==> src/hw/rtl/object_name_validator_assert.svh <==
// Assertion macros shared by the object name validator RTL.
// Each macro expects clk and rst_n in scope.
`ifndef OBJECT_NAME_VALIDATOR_ASSERT_SVH
`define OBJECT_NAME_VALIDATOR_ASSERT_SVH

// Same-cycle implication.
`define ONV_ASSERT_IMPLY(lbl, ante, cons, msg) \
    lbl: assert property (@(posedge clk) disable iff (!rst_n) (ante) |-> (cons)) \
        else $error(msg);

// Next-cycle implication.
`define ONV_ASSERT_NEXT(lbl, ante, cons, msg) \
    lbl: assert property (@(posedge clk) disable iff (!rst_n) (ante) |=> (cons)) \
        else $error(msg);

// Condition that must hold at every edge.
`define ONV_ASSERT_ALWAYS(lbl, cond, msg) \
    lbl: assert property (@(posedge clk) disable iff (!rst_n) (cond)) \
        else $error(msg);

`endif

==> src/hw/rtl/onv_pkg.sv <==
`default_nettype none

package onv_pkg;

    localparam int unsigned PREFIX_LEN = 26;
    localparam int unsigned POS_W      = 5;

    // Range allowed for the next continuation byte
    typedef enum logic [2:0] {
        BND_80_BF = 3'd0,
        BND_A0_BF = 3'd1,
        BND_80_9F = 3'd2,
        BND_90_BF = 3'd3,
        BND_80_8F = 3'd4
    } bound_t;

    typedef struct packed {
        logic [1:0] pending;
        bound_t     bound;
    } utf8_state_t;

    localparam utf8_state_t UTF8_IDLE = '{pending: 2'd0, bound: BND_80_BF};

    // Reserved prefix ".well-known/acme-challenge", one character per position
    function automatic logic [7:0] prefix_char(input logic [POS_W-1:0] pos);
        logic [7:0] c;
        unique case (pos)
            5'd0:    c = ".";
            5'd1:    c = "w";
            5'd2:    c = "e";
            5'd3:    c = "l";
            5'd4:    c = "l";
            5'd5:    c = "-";
            5'd6:    c = "k";
            5'd7:    c = "n";
            5'd8:    c = "o";
            5'd9:    c = "w";
            5'd10:   c = "n";
            5'd11:   c = "/";
            5'd12:   c = "a";
            5'd13:   c = "c";
            5'd14:   c = "m";
            5'd15:   c = "e";
            5'd16:   c = "-";
            5'd17:   c = "c";
            5'd18:   c = "h";
            5'd19:   c = "a";
            5'd20:   c = "l";
            5'd21:   c = "l";
            5'd22:   c = "e";
            5'd23:   c = "n";
            5'd24:   c = "g";
            5'd25:   c = "e";
            default: c = 8'h00;
        endcase
        return c;
    endfunction

endpackage

`default_nettype wire

==> src/hw/rtl/onv_utf8_step.sv <==
`default_nettype none

// One byte of the RFC 3629 decoder: next sequence state and error flag.
module onv_utf8_step (
    input  wire logic [7:0]          data_byte,
    input  wire onv_pkg::utf8_state_t state_cur,
    output onv_pkg::utf8_state_t     state_nxt,
    output logic                     bad
);

    logic in_range;

    always_comb
    begin
        unique case (state_cur.bound)
            onv_pkg::BND_A0_BF: in_range = (data_byte >= 8'hA0) && (data_byte <= 8'hBF);
            onv_pkg::BND_80_9F: in_range = (data_byte >= 8'h80) && (data_byte <= 8'h9F);
            onv_pkg::BND_90_BF: in_range = (data_byte >= 8'h90) && (data_byte <= 8'hBF);
            onv_pkg::BND_80_8F: in_range = (data_byte >= 8'h80) && (data_byte <= 8'h8F);
            default:            in_range = (data_byte >= 8'h80) && (data_byte <= 8'hBF);
        endcase
    end

    always_comb
    begin
        state_nxt = onv_pkg::UTF8_IDLE;
        bad       = 1'b0;
        if (state_cur.pending != 2'd0)
        begin
            // inside a sequence: consume or drop it
            if (in_range)
                state_nxt.pending = state_cur.pending - 2'd1;
            else
                bad = 1'b1;
        end
        else
        begin
            case (data_byte) inside
                [8'h00:8'h7F]: ;
                [8'hC2:8'hDF]: state_nxt.pending = 2'd1;
                8'hE0:
                begin
                    state_nxt.pending = 2'd2;
                    state_nxt.bound   = onv_pkg::BND_A0_BF;
                end
                8'hED:
                begin
                    state_nxt.pending = 2'd2;
                    state_nxt.bound   = onv_pkg::BND_80_9F;
                end
                [8'hE1:8'hEF]: state_nxt.pending = 2'd2;
                8'hF0:
                begin
                    state_nxt.pending = 2'd3;
                    state_nxt.bound   = onv_pkg::BND_90_BF;
                end
                [8'hF1:8'hF3]: state_nxt.pending = 2'd3;
                8'hF4:
                begin
                    state_nxt.pending = 2'd3;
                    state_nxt.bound   = onv_pkg::BND_80_8F;
                end
                default: bad = 1'b1;
            endcase
        end
    end

endmodule

`default_nettype wire

==> src/hw/rtl/object_name_validator.sv <==
// Object name validator.
// Input stream: one word per name byte. s_axis_tdata carries the byte,
// s_axis_tlast marks the last byte of a name, and s_axis_tuser marks a word
// that carries no byte and ends the name at once (an empty name, or an
// early cut of a name in progress).
// Output stream: one word per completed name; m_axis_tdata[0] is 1 when
// the name is a valid object name (non-empty, at most MAX_NAME_BYTES bytes,
// not "." or "..", no reserved ".well-known/acme-challenge" prefix, no
// control bytes, well-formed UTF-8).
// The verdict shows on m_axis_tvalid in the cycle after the word that
// ends the name is taken. One word is taken per clock while s_axis_tready
// is high; the per-byte checks are a byte compare, an 11-bit increment
// and a small UTF-8 decode between the name state and output registers.
// Reset clears all name state and drops any pending verdict.
// When the receiver stalls, the verdict holds in the output register and
// the input stays open only if that register is free or being drained in
// the same cycle.
`default_nettype none

module object_name_validator #(
    parameter int unsigned MAX_NAME_BYTES = 1024
) (
    input  wire logic       clk,
    input  wire logic       rst_n,
    input  wire logic       s_axis_tvalid,
    output logic            s_axis_tready,
    input  wire logic [7:0] s_axis_tdata,   // [7:0] name_byte
    input  wire logic       s_axis_tlast,   // end_of_name
    input  wire logic       s_axis_tuser,   // empty_name
    output logic            m_axis_tvalid,
    input  wire logic       m_axis_tready,
    output logic [7:0]      m_axis_tdata    // [0] name_valid, [7:1] zero
);

    `include "object_name_validator_assert.svh"

    // Count saturates one past the limit, so it must hold MAX_NAME_BYTES + 1
    localparam int unsigned CNT_W = $clog2(MAX_NAME_BYTES + 2);
    localparam logic [CNT_W-1:0] CNT_SAT   = CNT_W'(MAX_NAME_BYTES + 1);
    localparam logic [CNT_W-1:0] CNT_LIMIT = CNT_W'(MAX_NAME_BYTES);
    localparam logic [onv_pkg::POS_W-1:0] POS_END = onv_pkg::POS_W'(onv_pkg::PREFIX_LEN);

    // Name state
    logic [CNT_W-1:0]          cnt_reg,   cnt_next;
    logic [onv_pkg::POS_W-1:0] pos_reg,   pos_next;
    logic                      match_reg, match_next;
    logic                      dots_reg,  dots_next;
    logic                      bad_reg,   bad_next;
    onv_pkg::utf8_state_t      utf8_reg,  utf8_next;

    // Output register
    logic m_valid_reg;
    logic m_data_reg;

    logic                 accept;
    logic                 name_done;
    logic                 ctrl_byte;
    logic                 utf8_bad;
    onv_pkg::utf8_state_t utf8_step;

    // Values the verdict is taken from
    logic [CNT_W-1:0]          j_cnt;
    logic [onv_pkg::POS_W-1:0] j_pos;
    logic                      j_match;
    logic                      j_dots;
    logic                      j_bad;
    logic [1:0]                j_pending;
    logic                      verdict;

    assign s_axis_tready = !m_valid_reg || m_axis_tready;
    assign accept        = s_axis_tvalid && s_axis_tready;
    assign name_done     = s_axis_tuser || s_axis_tlast;

    onv_utf8_step u_utf8 (
        .data_byte (s_axis_tdata),
        .state_cur (utf8_reg),
        .state_nxt (utf8_step),
        .bad       (utf8_bad)
    );

    // Fold the byte into the name state
    always_comb
    begin
        ctrl_byte  = (s_axis_tdata <= 8'h1F) || (s_axis_tdata == 8'h7F);
        cnt_next   = (cnt_reg < CNT_SAT) ? cnt_reg + CNT_W'(1) : cnt_reg;
        pos_next   = pos_reg;
        match_next = match_reg;
        if (match_reg && (pos_reg < POS_END))
        begin
            if (s_axis_tdata == onv_pkg::prefix_char(pos_reg))
                pos_next = pos_reg + onv_pkg::POS_W'(1);
            else
                match_next = 1'b0;
        end
        dots_next = dots_reg && (s_axis_tdata == 8'h2E);
        bad_next  = bad_reg || ctrl_byte || utf8_bad;
        utf8_next = utf8_step;
    end

    // An empty-name word judges the name as it stands, without a byte
    always_comb
    begin
        if (s_axis_tuser)
        begin
            j_cnt     = cnt_reg;
            j_pos     = pos_reg;
            j_match   = match_reg;
            j_dots    = dots_reg;
            j_bad     = bad_reg;
            j_pending = utf8_reg.pending;
        end
        else
        begin
            j_cnt     = cnt_next;
            j_pos     = pos_next;
            j_match   = match_next;
            j_dots    = dots_next;
            j_bad     = bad_next;
            j_pending = utf8_next.pending;
        end
        verdict = (j_cnt != '0) && (j_cnt <= CNT_LIMIT)
               && !(j_dots && (j_cnt <= CNT_W'(2)))
               && !(j_match && (j_pos == POS_END))
               && !j_bad && (j_pending == 2'd0);
    end

    always_ff @(posedge clk or negedge rst_n)
    begin
        if (!rst_n)
        begin
            cnt_reg   <= '0;
            pos_reg   <= '0;
            match_reg <= 1'b1;
            dots_reg  <= 1'b1;
            bad_reg   <= 1'b0;
            utf8_reg  <= onv_pkg::UTF8_IDLE;
        end
        else if (accept)
        begin
            if (name_done)
            begin
                // start the next name from scratch
                cnt_reg   <= '0;
                pos_reg   <= '0;
                match_reg <= 1'b1;
                dots_reg  <= 1'b1;
                bad_reg   <= 1'b0;
                utf8_reg  <= onv_pkg::UTF8_IDLE;
            end
            else
            begin
                cnt_reg   <= cnt_next;
                pos_reg   <= pos_next;
                match_reg <= match_next;
                dots_reg  <= dots_next;
                bad_reg   <= bad_next;
                utf8_reg  <= utf8_next;
            end
        end
    end

    always_ff @(posedge clk or negedge rst_n)
    begin
        if (!rst_n)
            m_valid_reg <= 1'b0;
        else if (accept && name_done)
            m_valid_reg <= 1'b1;
        else if (m_axis_tready)
            m_valid_reg <= 1'b0;
    end

    // Payload: load with each verdict, hold otherwise
    always_ff @(posedge clk)
    begin
        if (accept && name_done)
            m_data_reg <= verdict;
    end

    assign m_axis_tvalid = m_valid_reg;
    assign m_axis_tdata  = {7'd0, m_data_reg};

    `ONV_ASSERT_NEXT(a_verdict_out, accept && name_done, m_axis_tvalid,
        "ending word did not produce a verdict")
    `ONV_ASSERT_IMPLY(a_stall_blocks_input, m_axis_tvalid && !m_axis_tready, !s_axis_tready,
        "input taken while verdict is stalled")
    `ONV_ASSERT_ALWAYS(a_count_saturates, cnt_reg <= CNT_SAT,
        "byte count ran past saturation")
    `ONV_ASSERT_IMPLY(a_bound_in_sequence, utf8_reg.bound != onv_pkg::BND_80_BF,
        utf8_reg.pending == 2'd2 || utf8_reg.pending == 2'd3,
        "narrow continuation range outside a multibyte lead")

endmodule

`default_nettype wire

==> config.mk <==
export PLATFORM = sky130hd
export DESIGN_NAME = object_name_validator
export DESIGN_NICKNAME = d
export VERILOG_FILES = /design/src/hw/rtl/onv_pkg.sv /design/src/hw/rtl/onv_utf8_step.sv /design/src/hw/rtl/object_name_validator.sv
export VERILOG_INCLUDE_DIRS = /design/src /design/src/hw/rtl
export SDC_FILE = /design/constraint.sdc
export NUM_CORES = 1
export LEC_CHECK = 0
export BUFFER_PORTS_ARGS = -buffer_cell sky130_fd_sc_hd__clkbuf_2
export CAP_MARGIN = 40
export CORE_UTILIZATION = 35
export DETAILED_ROUTE_END_ITERATION = 8
export GPL_ROUTABILITY_DRIVEN = 0
export PLACE_DENSITY = 0.62
export SLEW_MARGIN = 40
export SYNTH_ARGS = -nofsm -noshare
export SYNTH_HDL_FRONTEND = slang
export SYNTH_SLANG_ARGS = --single-unit
==> constraint.sdc <==
create_clock -name clk -period 5.3 [get_ports clk]
set_input_delay 0.265 -clock clk [delete_from_list [all_inputs] [get_ports clk]]
set_output_delay 0.265 -clock clk [all_outputs]
set_load 0.03 [all_outputs]
==> results.md <==
- Post-synthesis cell type with the largest combined area: dfrtp_1
- Initial core utilization: around 37%
- Violated checks: DRC, hold timing
- Antenna-violating nets left: 0
- Top Ports: 24
- Leading cell types in the layout, fill and taps excluded: o21ai_0 (28), nand2_1 (25), dfrtp_1 (23), nor2_1 (18)
- Multiplexer fraction of the synthesized cell area: between 2 and 2.5%
- H-Tree Level Count: 1
- Endpoints failing hold: 13
- Power after layout: 464 uW
- Area added between synthesis and finish: 6.61%
- Delay of the slowest cell on the worst path: 0.51 ns
- Detailed-route wire length per cell: roughly 15 um
- Top area cells in the synthesized netlist: dfrtp_1 (25%), ha_1 (6.9%), o21ai_0 (6.0%)
- Worst path cell trace: inv_1 > ha_1 > or2_0 > mux4_2 > xor2_1 > or3b_4 > nor4_4 > mux2_4 > o21ai_2 > a31oi_2
- Minimum hold slack: -0.0121 ns
- Area of the die: 0.00703 mm2
- Share of async-settable or async-resettable flops after synthesis: a little under 100%
- Worst max-slew margin expressed relative to the limit: between 50% and 60%
- Most common cell after layout, fill and taps aside: o21ai_0
- Clock-pin slew reported for the worst setup and hold paths after clock tree synthesis: 0.10 ns
- Reg-to-Reg End: m_data_reg$_DFFE_PP_
- Setup repair after global routing missed its margin: no
- Antenna violations before repair: 0
- Clock tree skew after final layout: 0.0129 ns
- # nets final: roughly 320
- Max IR drop VDD: 0.0776 mV
- Synth top area share: 24.5%
- Start of the worst register-to-register path: pos_reg[0]$_DFFE_PN0P_
- Worst path arrival time: 3.36 ns
- Library cell contributing the largest single delay on the critical path: dfrtp_1
- Simple-gate area share of the yosys netlist: around a quarter
- Worst-skew pair later-pin latency: 0.27 ns
- Post-CTS Hold Buffers: 0
- Number of synthesized flops with an enable pin: 1
- Overall die height: 83.9 um
- Count of pins over their slew limit: 0
- Adder and majority cell fraction of the synthesized area: between 6 and 7%
- Synth Area in XOR/XNOR: 2.99%
- Remaining Overflow, GRT: 0
- Buf+Inv Stages, Crit Path: 1
- Total track usage: between 10% and 20%
- Post-detailed-route DRC marker count: 4
- Achievable frequency: between 200 and 300 MHz
- Synth Area in Compound Gates: between 20% and 30%
- Element type at the critical path start: register
- CP Capture Type: register
- Layout cell share with drive strength beyond 1: 11.9%
- Count of clock tree sinks: 26
- Combined area of all synthesized cells: 0.00235 mm2
- Final TNS setup: 0 ns
- Category of the critical setup timing path: reg -> reg
- Leakage Power: 0.00102 uW
- Seq/Total Area, Yosys: 28.1%
- Global-route wire length before repair: about 9600 um
- Synthesized flop and latch total: 26
- Final count of negative-setup-slack endpoints: 0
- Clock buffer count from CTS: 3
- Final antenna diode count: 0
- Post-route clock period utilization: between 60% and 70%
- Max Root-Sink Buffers: 2
- Cell type group with the largest total delay on the critical path: simple AND/OR/NAND/NOR gates
- Combinational family with the most area after synthesis: simple AND/OR/NAND/NOR gates
- CTS tree: built
- Post-CTS Setup Bufs: 0
- Maximum number of pins on one net before global-route repair: 26
- Number of global-route vias before repair: 2101
- Floorplan core area: 0.00642 mm2
- Width of the die: 83.9 um
- HPWL reported at the end of detailed placement: 4140 um
- Resize count post-CTS: 0
- Number of instances in the synthesized netlist: roughly 290
- Worst reg-to-reg setup slack: 1.95 ns
- Number of max-cap violations: 0
- Power density of the placed cells: 185 mW/mm2
- Number of vias after detailed routing: 2237
- DR iter-0 viols: between 100 and 150
- Number of distinct library cell variants in the gate-level netlist after synthesis: 63
- Warnings from Yosys: 0
- Slew at the pin closest to its max-slew limit: about 0.68 ns
- Outcome: finished, violations left
- Largest register FFs: 11
- Via density per instance: 6.03
- Synthesized area per cell: slightly above 8 um2
- Core Rows: 29
- Time the worst path needs with I/O delays and setup: approximately 3.3 ns
- Data required time at the worst endpoint: 5.32 ns
- Reg2Reg Depth: 10
- Port Buffer Count: 16
- Commonest register cell after synthesis: dfrtp_1
- Router iterations before antenna repair: 7
- Root buf cell: clkbuf_8
- Wirelength, routed: approximately 5500 um
- CP max FO: 9
- Worst hold path type: in -> async
[how the worst max path moves through the flow]
stage	cells after the start	startpoint	endpoint
after floorplan	10	pos_reg[0]$_DFFE_PN0P_	m_data_reg$_DFFE_PP_
final	10	pos_reg[0]$_DFFE_PN0P_	m_data_reg$_DFFE_PP_
after detailed placement	10	pos_reg[0]$_DFFE_PN0P_	m_data_reg$_DFFE_PP_
after CTS	10	pos_reg[0]$_DFFE_PN0P_	m_data_reg$_DFFE_PP_
after global placement	10	pos_reg[0]$_DFFE_PN0P_	m_data_reg$_DFFE_PP_
after global routing	10	pos_reg[0]$_DFFE_PN0P_	m_data_reg$_DFFE_PP_
[logic make-up after synthesis]
kind of cell             Yosys count
buffers and inverters             39
AO/OA/AOI/OAI                     87
flip-flops                        26
AND/OR/NAND/NOR                  114
other                              1
XOR/XNOR                           8
multiplexers                       3
adder cells (fa/ha/maj)           13
[report_power, final]
part / leakage [uW] / internal, uW / switching (uW)
logic: 0.000639 / 26.8 / 56.1
registers: 0.000348 / 209 / 8.36
clock network: 0.0000357 / 101 / 62.8
[cells in the mapped netlist, drive strengths merged (2+ instances only)]
master and count:
o21ai 29, o211a 2, nor4 5, dfrtp 23, nor2 18, nor3 8, xnor2 5, a22o 4
nand3 16, or4 4, nand2 25, dfstp 2, o31ai 8, and3 4, nor3b 3, buf 10
nand4 7, clkbuf 14, ha 13, o311ai 2, o311a 2, o32ai 3, nand2b 4, nor2b 7
or2 4, xor2 3, a21oi 9, o211ai 6, inv 15, o41ai 3, a31oi 8
[worst register-to-register path, stage by stage (launching register included)]
cell and delay, ns:
dfrtp_1 0.51, inv_1 0.19, ha_1 0.24, or2_0 0.19, mux4_2 0.47, xor2_1 0.15
or3b_4 0.42, nor4_4 0.44, mux2_4 0.35, o21ai_2 0.06, a31oi_2 0.08
[layer usage]
| layer | part of all wire (%) | track usage (%) |
|---|---|---|
| met2 | 47 | 26.8 |
| met1 | 46 | 22.3 |
| met3 | 4.5 | 2.08 |
| met4 | 1.6 | 5.80 |
| met5 | 0 | 0 |
[metrics by stage]
step	worst slack, ns	hold slack (ns)	util, %	cell area (um2)	std cells
after CTS	1.97	0.00721	38.9	2500	371
after floorplan	2.19	-0.0306	-	2370	297
after global placement	2.04	0.311	37.8	2430	367
after detailed placement	1.99	0.319	37.8	2430	367
final	1.95	-0.0121	38.9	2500	371
after global routing	1.81	0.0481	38.9	2500	371
[cell type report]
type / instances / area [um2]
well taps: 77 / 96.3
flip-flops and latches: 26 / 658
clock buffers: 3 / 41.3
fillers: 644 / 3920
multi-input cells: 232 / 1530
repair buffers: 17 / 87.6
inverters: 15 / 56.3
clock inverters: 1 / 30.0
Power figures use the tool's default switching activity.
